<file path="src/hw/rtl/sfe_pkg.sv">
// shared constants and result types for the ssid / ip field extractor
// no dependencies; used by the capture units and the top level
package sfe_pkg;

    // default capture capacities
    localparam int SSID_CAP_DEF    = 10;
    localparam int IP_GROUP_CAP_DEF = 10;

    // reported position width
    localparam int POS_W = 4;

    // character codes
    localparam logic [7:0] CH_COLON = 8'h3A;
    localparam logic [7:0] CH_QUOTE = 8'h22;
    localparam logic [7:0] CH_P     = 8'h50;
    localparam logic [7:0] CH_COMMA = 8'h2C;
    localparam logic [7:0] CH_DOT   = 8'h2E;
    localparam logic [7:0] CH_NUL   = 8'h00;

    // output request width: 25 payload bits padded to whole bytes
    localparam int OUT_BITS = 25;
    localparam int OUT_W    = ((OUT_BITS + 7) / 8) * 8;

    // ssid capture result for one byte
    typedef struct packed {
        logic             write;
        logic [POS_W-1:0] pos;
    } t_ssid_res;

    // ip capture result for one byte
    typedef struct packed {
        logic             first_write;
        logic [POS_W-1:0] first_pos;
        logic             second_write;
        logic [POS_W-1:0] second_pos;
        logic             overflow;
    } t_ip_res;

endpackage

</file>
<file path="src/hw/rtl/ssid_ip_field_extractor_core.sv">
// top level of the ssid / ip field extractor: input register, byte history,
// capture units and result register; depends on sfe_pkg, sfe_ssid_capture, sfe_ip_capture
//
// usage
// - slave channel: one received modem byte per request in i_s_tdata; a null
//   byte yields a result request with every field zero and changes no state
// - master channel: one result request per input request, in order
// - each request passes from the input register to the result register;
//   throughput one request per cycle while the receiver does not stall, set
//   by the state update of the two capture units
// - reset (i_rst_n low, synchronous) empties both registers and clears the
//   byte history and all capture state; each capture then runs afresh
// - when the receiver stalls, the result register holds and the input
//   register keeps its request; o_s_tready falls only while both are full,
//   so the input side keeps flowing as long as one slot is free
// - o_m_tdata fields from bit 0 up: echo_valid, echo_byte[7:0], ssid_write,
//   ssid_pos[3:0], ip_first_write, ip_first_pos[3:0], ip_second_write,
//   ip_second_pos[3:0], capture_overflow, zero padding
// - positions are reported in four bits
module ssid_ip_field_extractor_core #(
    parameter int SSID_CAPACITY     = sfe_pkg::SSID_CAP_DEF,
    parameter int IP_GROUP_CAPACITY = sfe_pkg::IP_GROUP_CAP_DEF
) (
    input  logic                     i_clk,
    input  logic                     i_rst_n,
    input  logic                     i_s_tvalid,
    output logic                     o_s_tready,
    input  logic [7:0]               i_s_tdata,   // rx_byte[7:0]
    output logic                     o_m_tvalid,
    input  logic                     i_m_tready,
    output logic [sfe_pkg::OUT_W-1:0] o_m_tdata   // see field list above
);

    logic                       r_in_valid;
    logic [7:0]                 r_in_byte;
    logic [7:0]                 r_last_byte;
    logic [7:0]                 r_prev_byte;
    logic                       r_out_valid;
    logic [sfe_pkg::OUT_W-1:0]  r_out_data;
    logic [sfe_pkg::OUT_W-1:0]  n_out_data;
    logic                       adv;
    logic                       nonzero;
    sfe_pkg::t_ssid_res         ssid_res;
    sfe_pkg::t_ip_res           ip_res;

    // pipeline flow control
    assign adv        = !r_out_valid || i_m_tready;
    assign o_s_tready = !r_in_valid || adv;
    assign nonzero    = r_in_valid && (r_in_byte != sfe_pkg::CH_NUL);

    // input register
    always_ff @(posedge i_clk) begin
        if (!i_rst_n) begin
            r_in_valid <= 1'b0;
        end else if (o_s_tready) begin
            r_in_valid <= i_s_tvalid;
        end
    end

    always_ff @(posedge i_clk) begin
        if (o_s_tready && i_s_tvalid) begin
            r_in_byte <= i_s_tdata;
        end
    end

    // two-byte history of nonzero bytes
    always_ff @(posedge i_clk) begin
        if (!i_rst_n) begin
            r_last_byte <= '0;
            r_prev_byte <= '0;
        end else if (adv && nonzero) begin
            r_prev_byte <= r_last_byte;
            r_last_byte <= r_in_byte;
        end
    end

    sfe_ssid_capture #(
        .SSID_CAPACITY (SSID_CAPACITY)
    ) u_ssid (
        .i_clk       (i_clk),
        .i_rst_n     (i_rst_n),
        .i_en        (nonzero),
        .i_adv       (adv),
        .i_byte      (r_in_byte),
        .i_last_byte (r_last_byte),
        .o_res       (ssid_res)
    );

    sfe_ip_capture #(
        .IP_GROUP_CAPACITY (IP_GROUP_CAPACITY)
    ) u_ip (
        .i_clk       (i_clk),
        .i_rst_n     (i_rst_n),
        .i_en        (nonzero),
        .i_adv       (adv),
        .i_byte      (r_in_byte),
        .i_last_byte (r_last_byte),
        .i_prev_byte (r_prev_byte),
        .o_res       (ip_res)
    );

    // pack the result request
    always_comb begin
        n_out_data        = '0;
        n_out_data[0]     = nonzero;
        n_out_data[8:1]   = nonzero ? r_in_byte : 8'h00;
        n_out_data[9]     = ssid_res.write;
        n_out_data[13:10] = ssid_res.pos;
        n_out_data[14]    = ip_res.first_write;
        n_out_data[18:15] = ip_res.first_pos;
        n_out_data[19]    = ip_res.second_write;
        n_out_data[23:20] = ip_res.second_pos;
        n_out_data[24]    = ip_res.overflow;
    end

    // result register
    always_ff @(posedge i_clk) begin
        if (!i_rst_n) begin
            r_out_valid <= 1'b0;
        end else if (adv) begin
            r_out_valid <= r_in_valid;
        end
    end

    always_ff @(posedge i_clk) begin
        if (adv && r_in_valid) begin
            r_out_data <= n_out_data;
        end
    end

    assign o_m_tvalid = r_out_valid;
    assign o_m_tdata  = r_out_data;

endmodule

</file>
<file path="src/hw/rtl/sfe_ssid_capture.sv">
// ssid capture: arms on :" and stores characters until a quote or capacity
// depends on sfe_pkg
module sfe_ssid_capture #(
    parameter int SSID_CAPACITY = sfe_pkg::SSID_CAP_DEF
) (
    input  logic               i_clk,
    input  logic               i_rst_n,
    input  logic               i_en,        // byte is nonzero
    input  logic               i_adv,       // byte is being consumed
    input  logic [7:0]         i_byte,
    input  logic [7:0]         i_last_byte,
    output sfe_pkg::t_ssid_res o_res
);

    localparam int CW = $clog2(SSID_CAPACITY + 1);
    localparam logic [CW-1:0] CAP = CW'(SSID_CAPACITY);

    logic          r_active, n_active;
    logic [CW-1:0] r_count, n_count;
    logic          is_quote;
    logic          wr;

    // capture step followed by the re-arm check on the updated count
    always_comb begin
        is_quote = (i_byte == sfe_pkg::CH_QUOTE);
        wr       = i_en && r_active && !is_quote && (r_count < CAP);
        n_count  = r_count + CW'(wr);
        n_active = r_active;
        if (r_active && (is_quote || n_count >= CAP)) begin
            n_active = 1'b0;
        end
        if ((n_count < CAP) && (i_last_byte == sfe_pkg::CH_COLON) && is_quote) begin
            n_active = 1'b1;
        end
    end

    // result for this byte
    always_comb begin
        o_res.write = wr;
        o_res.pos   = wr ? sfe_pkg::POS_W'(r_count) : '0;
    end

    // state update on consumed nonzero bytes
    always_ff @(posedge i_clk) begin
        if (!i_rst_n) begin
            r_active <= 1'b0;
            r_count  <= '0;
        end else if (i_adv && i_en) begin
            r_active <= n_active;
            r_count  <= n_count;
        end
    end

endmodule

</file>
<file path="src/hw/rtl/sfe_ip_capture.sv">
// ip capture: arms once on P," and splits the address at the second period
// depends on sfe_pkg
module sfe_ip_capture #(
    parameter int IP_GROUP_CAPACITY = sfe_pkg::IP_GROUP_CAP_DEF
) (
    input  logic             i_clk,
    input  logic             i_rst_n,
    input  logic             i_en,        // byte is nonzero
    input  logic             i_adv,       // byte is being consumed
    input  logic [7:0]       i_byte,
    input  logic [7:0]       i_last_byte,
    input  logic [7:0]       i_prev_byte,
    output sfe_pkg::t_ip_res o_res
);

    localparam int CW = $clog2(IP_GROUP_CAPACITY + 1);
    localparam logic [CW-1:0] CAP = CW'(IP_GROUP_CAPACITY);

    logic          r_active, n_active;
    logic [1:0]    r_dots, n_dots;
    logic          r_first, n_first;
    logic          r_second, n_second;
    logic [CW-1:0] r_first_cnt, n_first_cnt;
    logic [CW-1:0] r_second_cnt, n_second_cnt;
    logic          is_quote;
    logic          f_wr;
    logic          g_wr;
    logic          ovf;

    // per-byte capture and group bookkeeping
    always_comb begin
        is_quote = (i_byte == sfe_pkg::CH_QUOTE);
        n_dots   = r_dots;
        if (r_active && (r_dots != 2'd3) && (i_byte == sfe_pkg::CH_DOT)) begin
            n_dots = r_dots + 2'd1;
        end
        f_wr = 1'b0;
        g_wr = 1'b0;
        ovf  = 1'b0;
        if (i_en && r_active && r_first) begin
            if (r_first_cnt < CAP) begin
                f_wr = 1'b1;
            end else begin
                ovf = 1'b1;
            end
        end
        if (i_en && r_active && r_second && !is_quote) begin
            if (r_second_cnt < CAP) begin
                g_wr = 1'b1;
            end else begin
                ovf = 1'b1;
            end
        end
        n_first_cnt  = r_first_cnt + CW'(f_wr);
        n_second_cnt = r_second_cnt + CW'(g_wr);
        n_first      = r_first;
        n_second     = r_second;
        n_active     = r_active;
        if (r_active && (n_dots == 2'd2)) begin
            n_first  = 1'b0;
            n_second = 1'b1;
        end
        if (r_active && is_quote) begin
            n_active = 1'b0;
        end
        // arm once after reset, checked on the updated group one count
        if ((n_first_cnt == '0) && (i_prev_byte == sfe_pkg::CH_P)
            && (i_last_byte == sfe_pkg::CH_COMMA) && is_quote) begin
            n_first  = 1'b1;
            n_active = 1'b1;
        end
    end

    // result for this byte
    always_comb begin
        o_res.first_write  = f_wr;
        o_res.first_pos    = f_wr ? sfe_pkg::POS_W'(r_first_cnt) : '0;
        o_res.second_write = g_wr;
        o_res.second_pos   = g_wr ? sfe_pkg::POS_W'(r_second_cnt) : '0;
        o_res.overflow     = ovf;
    end

    // state update on consumed nonzero bytes
    always_ff @(posedge i_clk) begin
        if (!i_rst_n) begin
            r_active     <= 1'b0;
            r_dots       <= '0;
            r_first      <= 1'b0;
            r_second     <= 1'b0;
            r_first_cnt  <= '0;
            r_second_cnt <= '0;
        end else if (i_adv && i_en) begin
            r_active     <= n_active;
            r_dots       <= n_dots;
            r_first      <= n_first;
            r_second     <= n_second;
            r_first_cnt  <= n_first_cnt;
            r_second_cnt <= n_second_cnt;
        end
    end

endmodule
</file>
<file path="config.mk">
export PLATFORM = sky130hd
export DESIGN_NAME = ssid_ip_field_extractor_core
export DESIGN_NICKNAME = d
export VERILOG_FILES = /design/src/hw/rtl/sfe_pkg.sv /design/src/hw/rtl/ssid_ip_field_extractor_core.sv /design/src/hw/rtl/sfe_ssid_capture.sv /design/src/hw/rtl/sfe_ip_capture.sv
export SDC_FILE = /design/constraint.sdc
export NUM_CORES = 1
export LEC_CHECK = 0
export ABC_AREA = 1
export BUFFER_PORTS_ARGS = -buffer_cell sky130_fd_sc_hd__buf_2
export CAP_MARGIN = 20
export CORE_MARGIN = 2
export CORE_UTILIZATION = 56
export CTS_BUF_LIST = sky130_fd_sc_hd__clkbuf_16
export CTS_CLUSTER_DIAMETER = 150
export CTS_CLUSTER_SIZE = 24
export DETAILED_ROUTE_END_ITERATION = 10
export GPL_TIMING_DRIVEN = 0
export PLACE_DENSITY = 0.79
export SETUP_SLACK_MARGIN = 0.05
export SLEW_MARGIN = 40
export SYNTH_ARGS = -nofsm -noshare
export SYNTH_HDL_FRONTEND = slang
export SYNTH_SLANG_ARGS = --single-unit
</file>
<file path="constraint.sdc">
create_clock -name i_clk -period 2.9 [get_ports i_clk]
set_input_delay 0.29 -clock i_clk [delete_from_list [all_inputs] [get_ports i_clk]]
set_output_delay 0.29 -clock i_clk [all_outputs]
set_load 0.02 [all_outputs]
</file>
==> results of run 1 <==
## layout make-up
type | instances | area (um^2)
plain buffers | 16 | 120
well taps | 70 | 87.6
clock inverters | 7 | 58.8
multi-input cells | 186 | 976
fillers | 397 | 1540
inverters | 42 | 158
repair buffers | 39 | 198
flip-flops and latches | 69 | 1710
clock buffers | 9 | 225
## worst min path at each step
stage	from	end	cells past startpoint
3_3_place_gp	u_ip.r_second	u_ip.r_second	2
5_1_grt	i_s_tdata[4]	r_in_byte[4]	1
2_1_floorplan	i_s_tdata[0]	r_in_byte[0]	0
3_5_place_dp	u_ip.r_second	u_ip.r_second	2
4_1_cts	i_s_tdata[4]	r_in_byte[4]	1
6_report	i_s_tdata[4]	r_in_byte[4]	1
## cell usage after synthesis, types with 4 or more instances
cell      number  area, um^2
a21oi_1       26         130
buf_4          9        67.6
dfxtp_1       36         721
edfxtp_1      33         991
ha_1           7        87.6
inv_1         35         131
inv_2          7        26.3
nand2_1       28         105
nand3_1       13        65.1
nand4_1        5        31.3
nor2_1        47         176
nor2_2         4        25.0
o21ai_0       13        65.1
o21ai_1       13        65.1
## power by group
part           switching (mW)  internal [mW]
combinational           0.125         0.0677
clock                   0.375          0.652
sequential             0.0290           1.07
total                   0.529           1.79
## state kept, by name, summed over array words and instances (netlist names)
register,count
r_prev_byte,8
u_ip.r_active,1
r_in_valid,1
r_in_byte,8
u_ip.r_second,1
r_last_byte,8
u_ip.r_second_cnt,4
u_ip.r_dots,2
u_ip.r_first,1
o_m_tvalid,1
o_m_tdata,25
u_ssid.r_active,1
u_ssid.r_count,4
u_ip.r_first_cnt,4
## cells by family (layout without fill, tap and decap cells)
| family | after synthesis | after routing | share of synthesized area (%) |
|---|---|---|---|
| xor gates and xnor gates | 4 | 4 | 1.19 |
| adders and majority gates | 7 | 7 | 2.98 |
| DFF | 69 | 69 | 58.2 |
| buffers and inverters | 58 | 113 | 9.44 |
| other | 1 | 7 | 0.127 |
| and+or+nand+nor | 112 | 112 | 17.9 |
| AOI/OAI and AO/OA | 56 | 56 | 10.2 |
## critical path, stage by stage, from the launching register on
cell and delay [ns]:
edfxtp_1 0.45, inv_1 0.10, nand2_2 0.07, nor2_2 0.13
nand2_4 0.09, nand3_2 0.08, inv_2 0.05, nand2_1 0.05
or2_4 0.14, inv_1 0.06, ha_1 0.22, ha_1 0.29
nor2_1 0.13, nand3_1 0.08, nor2_1 0.09, nand3_1 0.09
nor2_1 0.13, nand2_1 0.09, a21oi_1 0.14
## through the flow
step / hold slack (ns) / power (mW)
after global routing: 0.121 / 2.41
after CTS: 0.127 / 2.33
after global placement: 0.455 / 1.31
final: 0.133 / 2.32
after detailed placement: 0.455 / 1.31
after floorplan: 0.389 / 1.26
## metal layers
metal,vias to the layer above,track usage (%),wire length (um)
met5,-,0,0
li1,1113,-,-
met1,957,24.8,2370
met2,73,32.7,2590
met3,10,6.16,335
met4,0,10.5,89
==> results.cfg, run 1 <==
[layout]
area_growth_pct = 20.1
final_cell_mix = nor2_1 (47), buf_2 (40), inv_1 (37)
final_area_um2 = 3530
fin_util_pct = 69.6
final_nets = 382
layout_commonest_cell = nor2_1
drive_gt1_share_pct = 24.5
fin_cells = 438
insertedDiodeCount = 0

[global_route]
grt_max_degree = 27
grt_pass1_wl_um = 9230
antenna_found_initial = 0
grt_pass1_vias = 2065
overflow = 0
grt_usage_pct = 20.3

[floorplan]
core_um2 = 5070
die_area_um2 = 5850
fp.dieW_um = 76.5
fp.dieH_um = 76.5
rows = 26
initial_utilization_pct = 58.0
ios = 46

[synthesis]
synth_area_per_cell_um2 = 9.59
netlist_instances = 307
synth_top_flop_cell = dfxtp_1
yosys_register_bits = 69
syn_area_um2 = 2940
synth_cell_types = 36
yosysWarnings = 0
async_reset_ff_share_pct = 0
ys_seq_area_share_pct = 58.2
synth_enable_flop_cells = 33

[cts]
clock-sinks = 69
cts_root_buffer = clkbuf_16
cts_made_buffers = 9
cts_setup_buffers = 0
cts.path.max_buffers = 2
cts_max_level = 3
path_clk_slew_ns = 0.05
cts_tree = done
cts_resized = 0
insertion_delay_ns = 0.33
hold_buffers = 0

[placement]
io_buffer_count = 38
gp_congestion = 0.843
place_inst = 421
place_ws_ns = 0.376
place_area_um2 = 3240
place_hpwl_um = 3760

[sta]
slew-limit-headroom_pct = 48.4
skew_ns = 0.00689
tightestPinTransition_ns = 0.772
hold_violations = 0
post-route-period-util_pct = 87.9
fmax_mhz = 392
fin_tns_setup_ns = 0
setup_viol = 0
grt_setup_unrepaired = no
final_max_slew_viol_count = 0
fin_crit_ns = 2.55
worst_slack_ns = 0.352

[setup_path]
crit_start = r_in_byte[6]
required_ns = 3.16
cp-endpoint = u_ip.r_first
cp_max_fo = 5
r2r_cells = 18
timing.rr.end = u_ip.r_first
reg2reg_from = r_in_byte[6]
worstSetupPathType = register to register
cp-end-kind = register
start_kind = register
critPathArrivalTime_ns = 2.81
reg2reg_slack_ns = 0.35

[detailed_routing]
ant_nets = 0
routed_wl_um = 5390
drcViolationCount = 0
drtIter0Drc = 105
detail_route.wl_per_cell_um = 12.3
viasPerCell = 4.92
first_pass_iters = 4
num_vias = 2153

[power_and_ir_drop]
leakagePower_nw = 1.52
power_density_nw_per_um2 = 657
vdd_drop_max_mv = 0.445

[outcome]
status = finished, final reports clean

[run]
max_cap_violations = 0

[min_path]
hold_class = input pin to register
(Power assumes the default switching activity.)
==> run 2: changes to the inputs <==
Settings changed: CORE_UTILIZATION 56 to 50, PLACE_DENSITY 0.79 to 0.75.
Clock period 2.9 ns to 2.1 ns, I/O delays scaled along.
==> results.cfg, run 2 (synthesis results as in run 1) <==
[floorplan]
core_um2 = 5610
die_area_um2 = 6510
fp.dieH_um = 80.7
rows = 27
fp.dieW_um = 80.7
ios = 46
initial_utilization_pct = 52.5

[sta]
grt_setup_unrepaired = yes
fmax_mhz = 433
worst_slack_ns = -0.210
final_max_slew_viol_count = 0
post-route-period-util_pct = 110
slew-limit-headroom_pct = 63.5
skew_ns = 0.00636
tightestPinTransition_ns = 0.548
fin_crit_ns = 2.31
hold_violations = 0
setup_viol = 2

[setup_path]
required_ns = 2.36
crit_chain = inv_2 -> nand2_1 -> nor2_2 -> nand2_4 -> nand3_4 -> inv_2 -> nand2_1 -> or2_4 -> inv_4 -> ha_4 -> ha_4 -> nor2_4 -> nand3_2 -> nor2_1 -> nand3_1 -> nor2_1 -> nand2_1 -> a21oi_2
critPathArrivalTime_ns = 2.57
reg2reg_from = r_in_byte[5]
timing.rr.end = u_ip.r_active
cp-end-kind = register
worstSetupPathType = register to register
cpMaxStageDelayCell = edfxtp_1
reg2reg_slack_ns = -0.21
crit_top_cell = nand2_1
crit_path_max_incr_delay_ns = 0.40
cp_max_fo = 3
r2r_cells = 18
start_kind = register

[global_route]
grt_pass1_wl_um = 10000
overflow = 0
grt_pass1_vias = 2281
grt_usage_pct = 20.7
antenna_found_initial = 0
grt_max_degree = 27

[placement]
io_buffer_count = 38
gp_congestion = 0.823
place_hpwl_um = 4110

[detailed_routing]
routed_wl_um = 6740
viasPerCell = 5.09
first_pass_iters = 4
drtIter0Drc = 190
drcViolationCount = 0
detail_route.wl_per_cell_um = 14.3
num_vias = 2394
ant_nets = 0

[min_path]
hold_end = r_in_byte[1]
hold_class = input pin to register
min_delay_path_depth = 1
min_from = i_s_tdata[1]

[layout]
drive_gt1_share_pct = 35.2
insertedDiodeCount = 0
final_cell_mix = nor2_1 (46), buf_2 (40), buf_4 (39)
area_growth_pct = 32.9
layout_commonest_cell = nor2_1
n_fill_cell = 408
fin_util_pct = 69.7
final_nets = 412
largest_reg_flops = 25

[cts]
cts_tree = done
cts.path.max_buffers = 2
cts_root_buffer = clkbuf_16
hold_buffers = 0
cts_max_level = 3
insertion_delay_ns = 0.34
path_clk_slew_ns = 0.06
cts_made_buffers = 9
clock-sinks = 69

[outcome]
status = finished with violations
violations = negative setup slack

[run]
max_cap_violations = 0

[power_and_ir_drop]
power_density_nw_per_um2 = 821
vdd_drop_max_mv = 0.545
power_mw = 3.21
leakagePower_nw = 1.63
## run 2: cell type report
| cell class | instances | area [um^2] | area share (%) |
|---|---|---|---|
| buffer | 16 | 120 | 3.07 |
| tap | 72 | 90.1 | 2.30 |
| clock inverter | 7 | 41.3 | 1.06 |
| inverter | 42 | 160 | 4.09 |
| sequential | 69 | 1710 | 43.8 |
| timing repair buffer | 69 | 443 | 11.3 |
| multi-input combinational | 186 | 1120 | 28.6 |
| clock buffer | 9 | 225 | 5.76 |
## run 2: per-stage QoR
step / hold slack [ns] / TNS [ns] / cell area (um^2) / std cells / setup WS (ns)
finish: 0.0461 / -0.397 / 3910 / 470 / -0.210
global route: 0.0434 / -0.882 / 3910 / 470 / -0.357
CTS: 0.0484 / -0.334 / 3680 / 454 / -0.127
detailed placement: 0.388 / -1.14 / 3280 / 423 / -0.281
global placement: 0.386 / -0.695 / 3280 / 423 / -0.242
floorplan: 0.309 / 0 / 3000 / 313 / 0.0266
## run 2: report_power, final
| part | switching (mW) | internal (mW) | leakage (nW) |
|---|---|---|---|
| registers | 0.0474 | 1.48 | 0.613 |
| clock network | 0.563 | 0.789 | 0.127 |
| logic | 0.199 | 0.133 | 0.890 |
## run 2: layer usage
metal  routed length, um  vias to the layer above  GRT usage (%)
li1                    -                     1177              -
met1                2820                     1127           23.9
met2                3380                       73           35.8
met3                 404                       17           4.61
met4                 145                        0           10.8
met5                   0                        -              0
## run 2: how the worst max path moves through the flow
stage / cells past startpoint / endpoint / start
2_1_floorplan: 18 / u_ip.r_active / r_in_byte[6]
3_3_place_gp: 18 / u_ip.r_active / r_in_byte[3]
3_5_place_dp: 14 / u_ssid.r_active / r_in_byte[6]
4_1_cts: 18 / u_ip.r_active / r_in_byte[6]
5_1_grt: 18 / u_ip.r_active / r_in_byte[2]
6_report: 18 / u_ip.r_active / r_in_byte[5]
## run 2: critical path: cells and delay by family, from the launching register on
kind            cells  cell delay [ns]
compound gates      1             0.15
flops               1             0.40
simple gates       12             1.12
buf+inv             3             0.17
fa+ha+maj           2             0.39
## run 2: what timing repair did
item	4_1_cts	5_1_grt
resized for setup	11	15
endpoints found under the setup margin	9	9
pin swaps	6	17
setup buffers	15	15
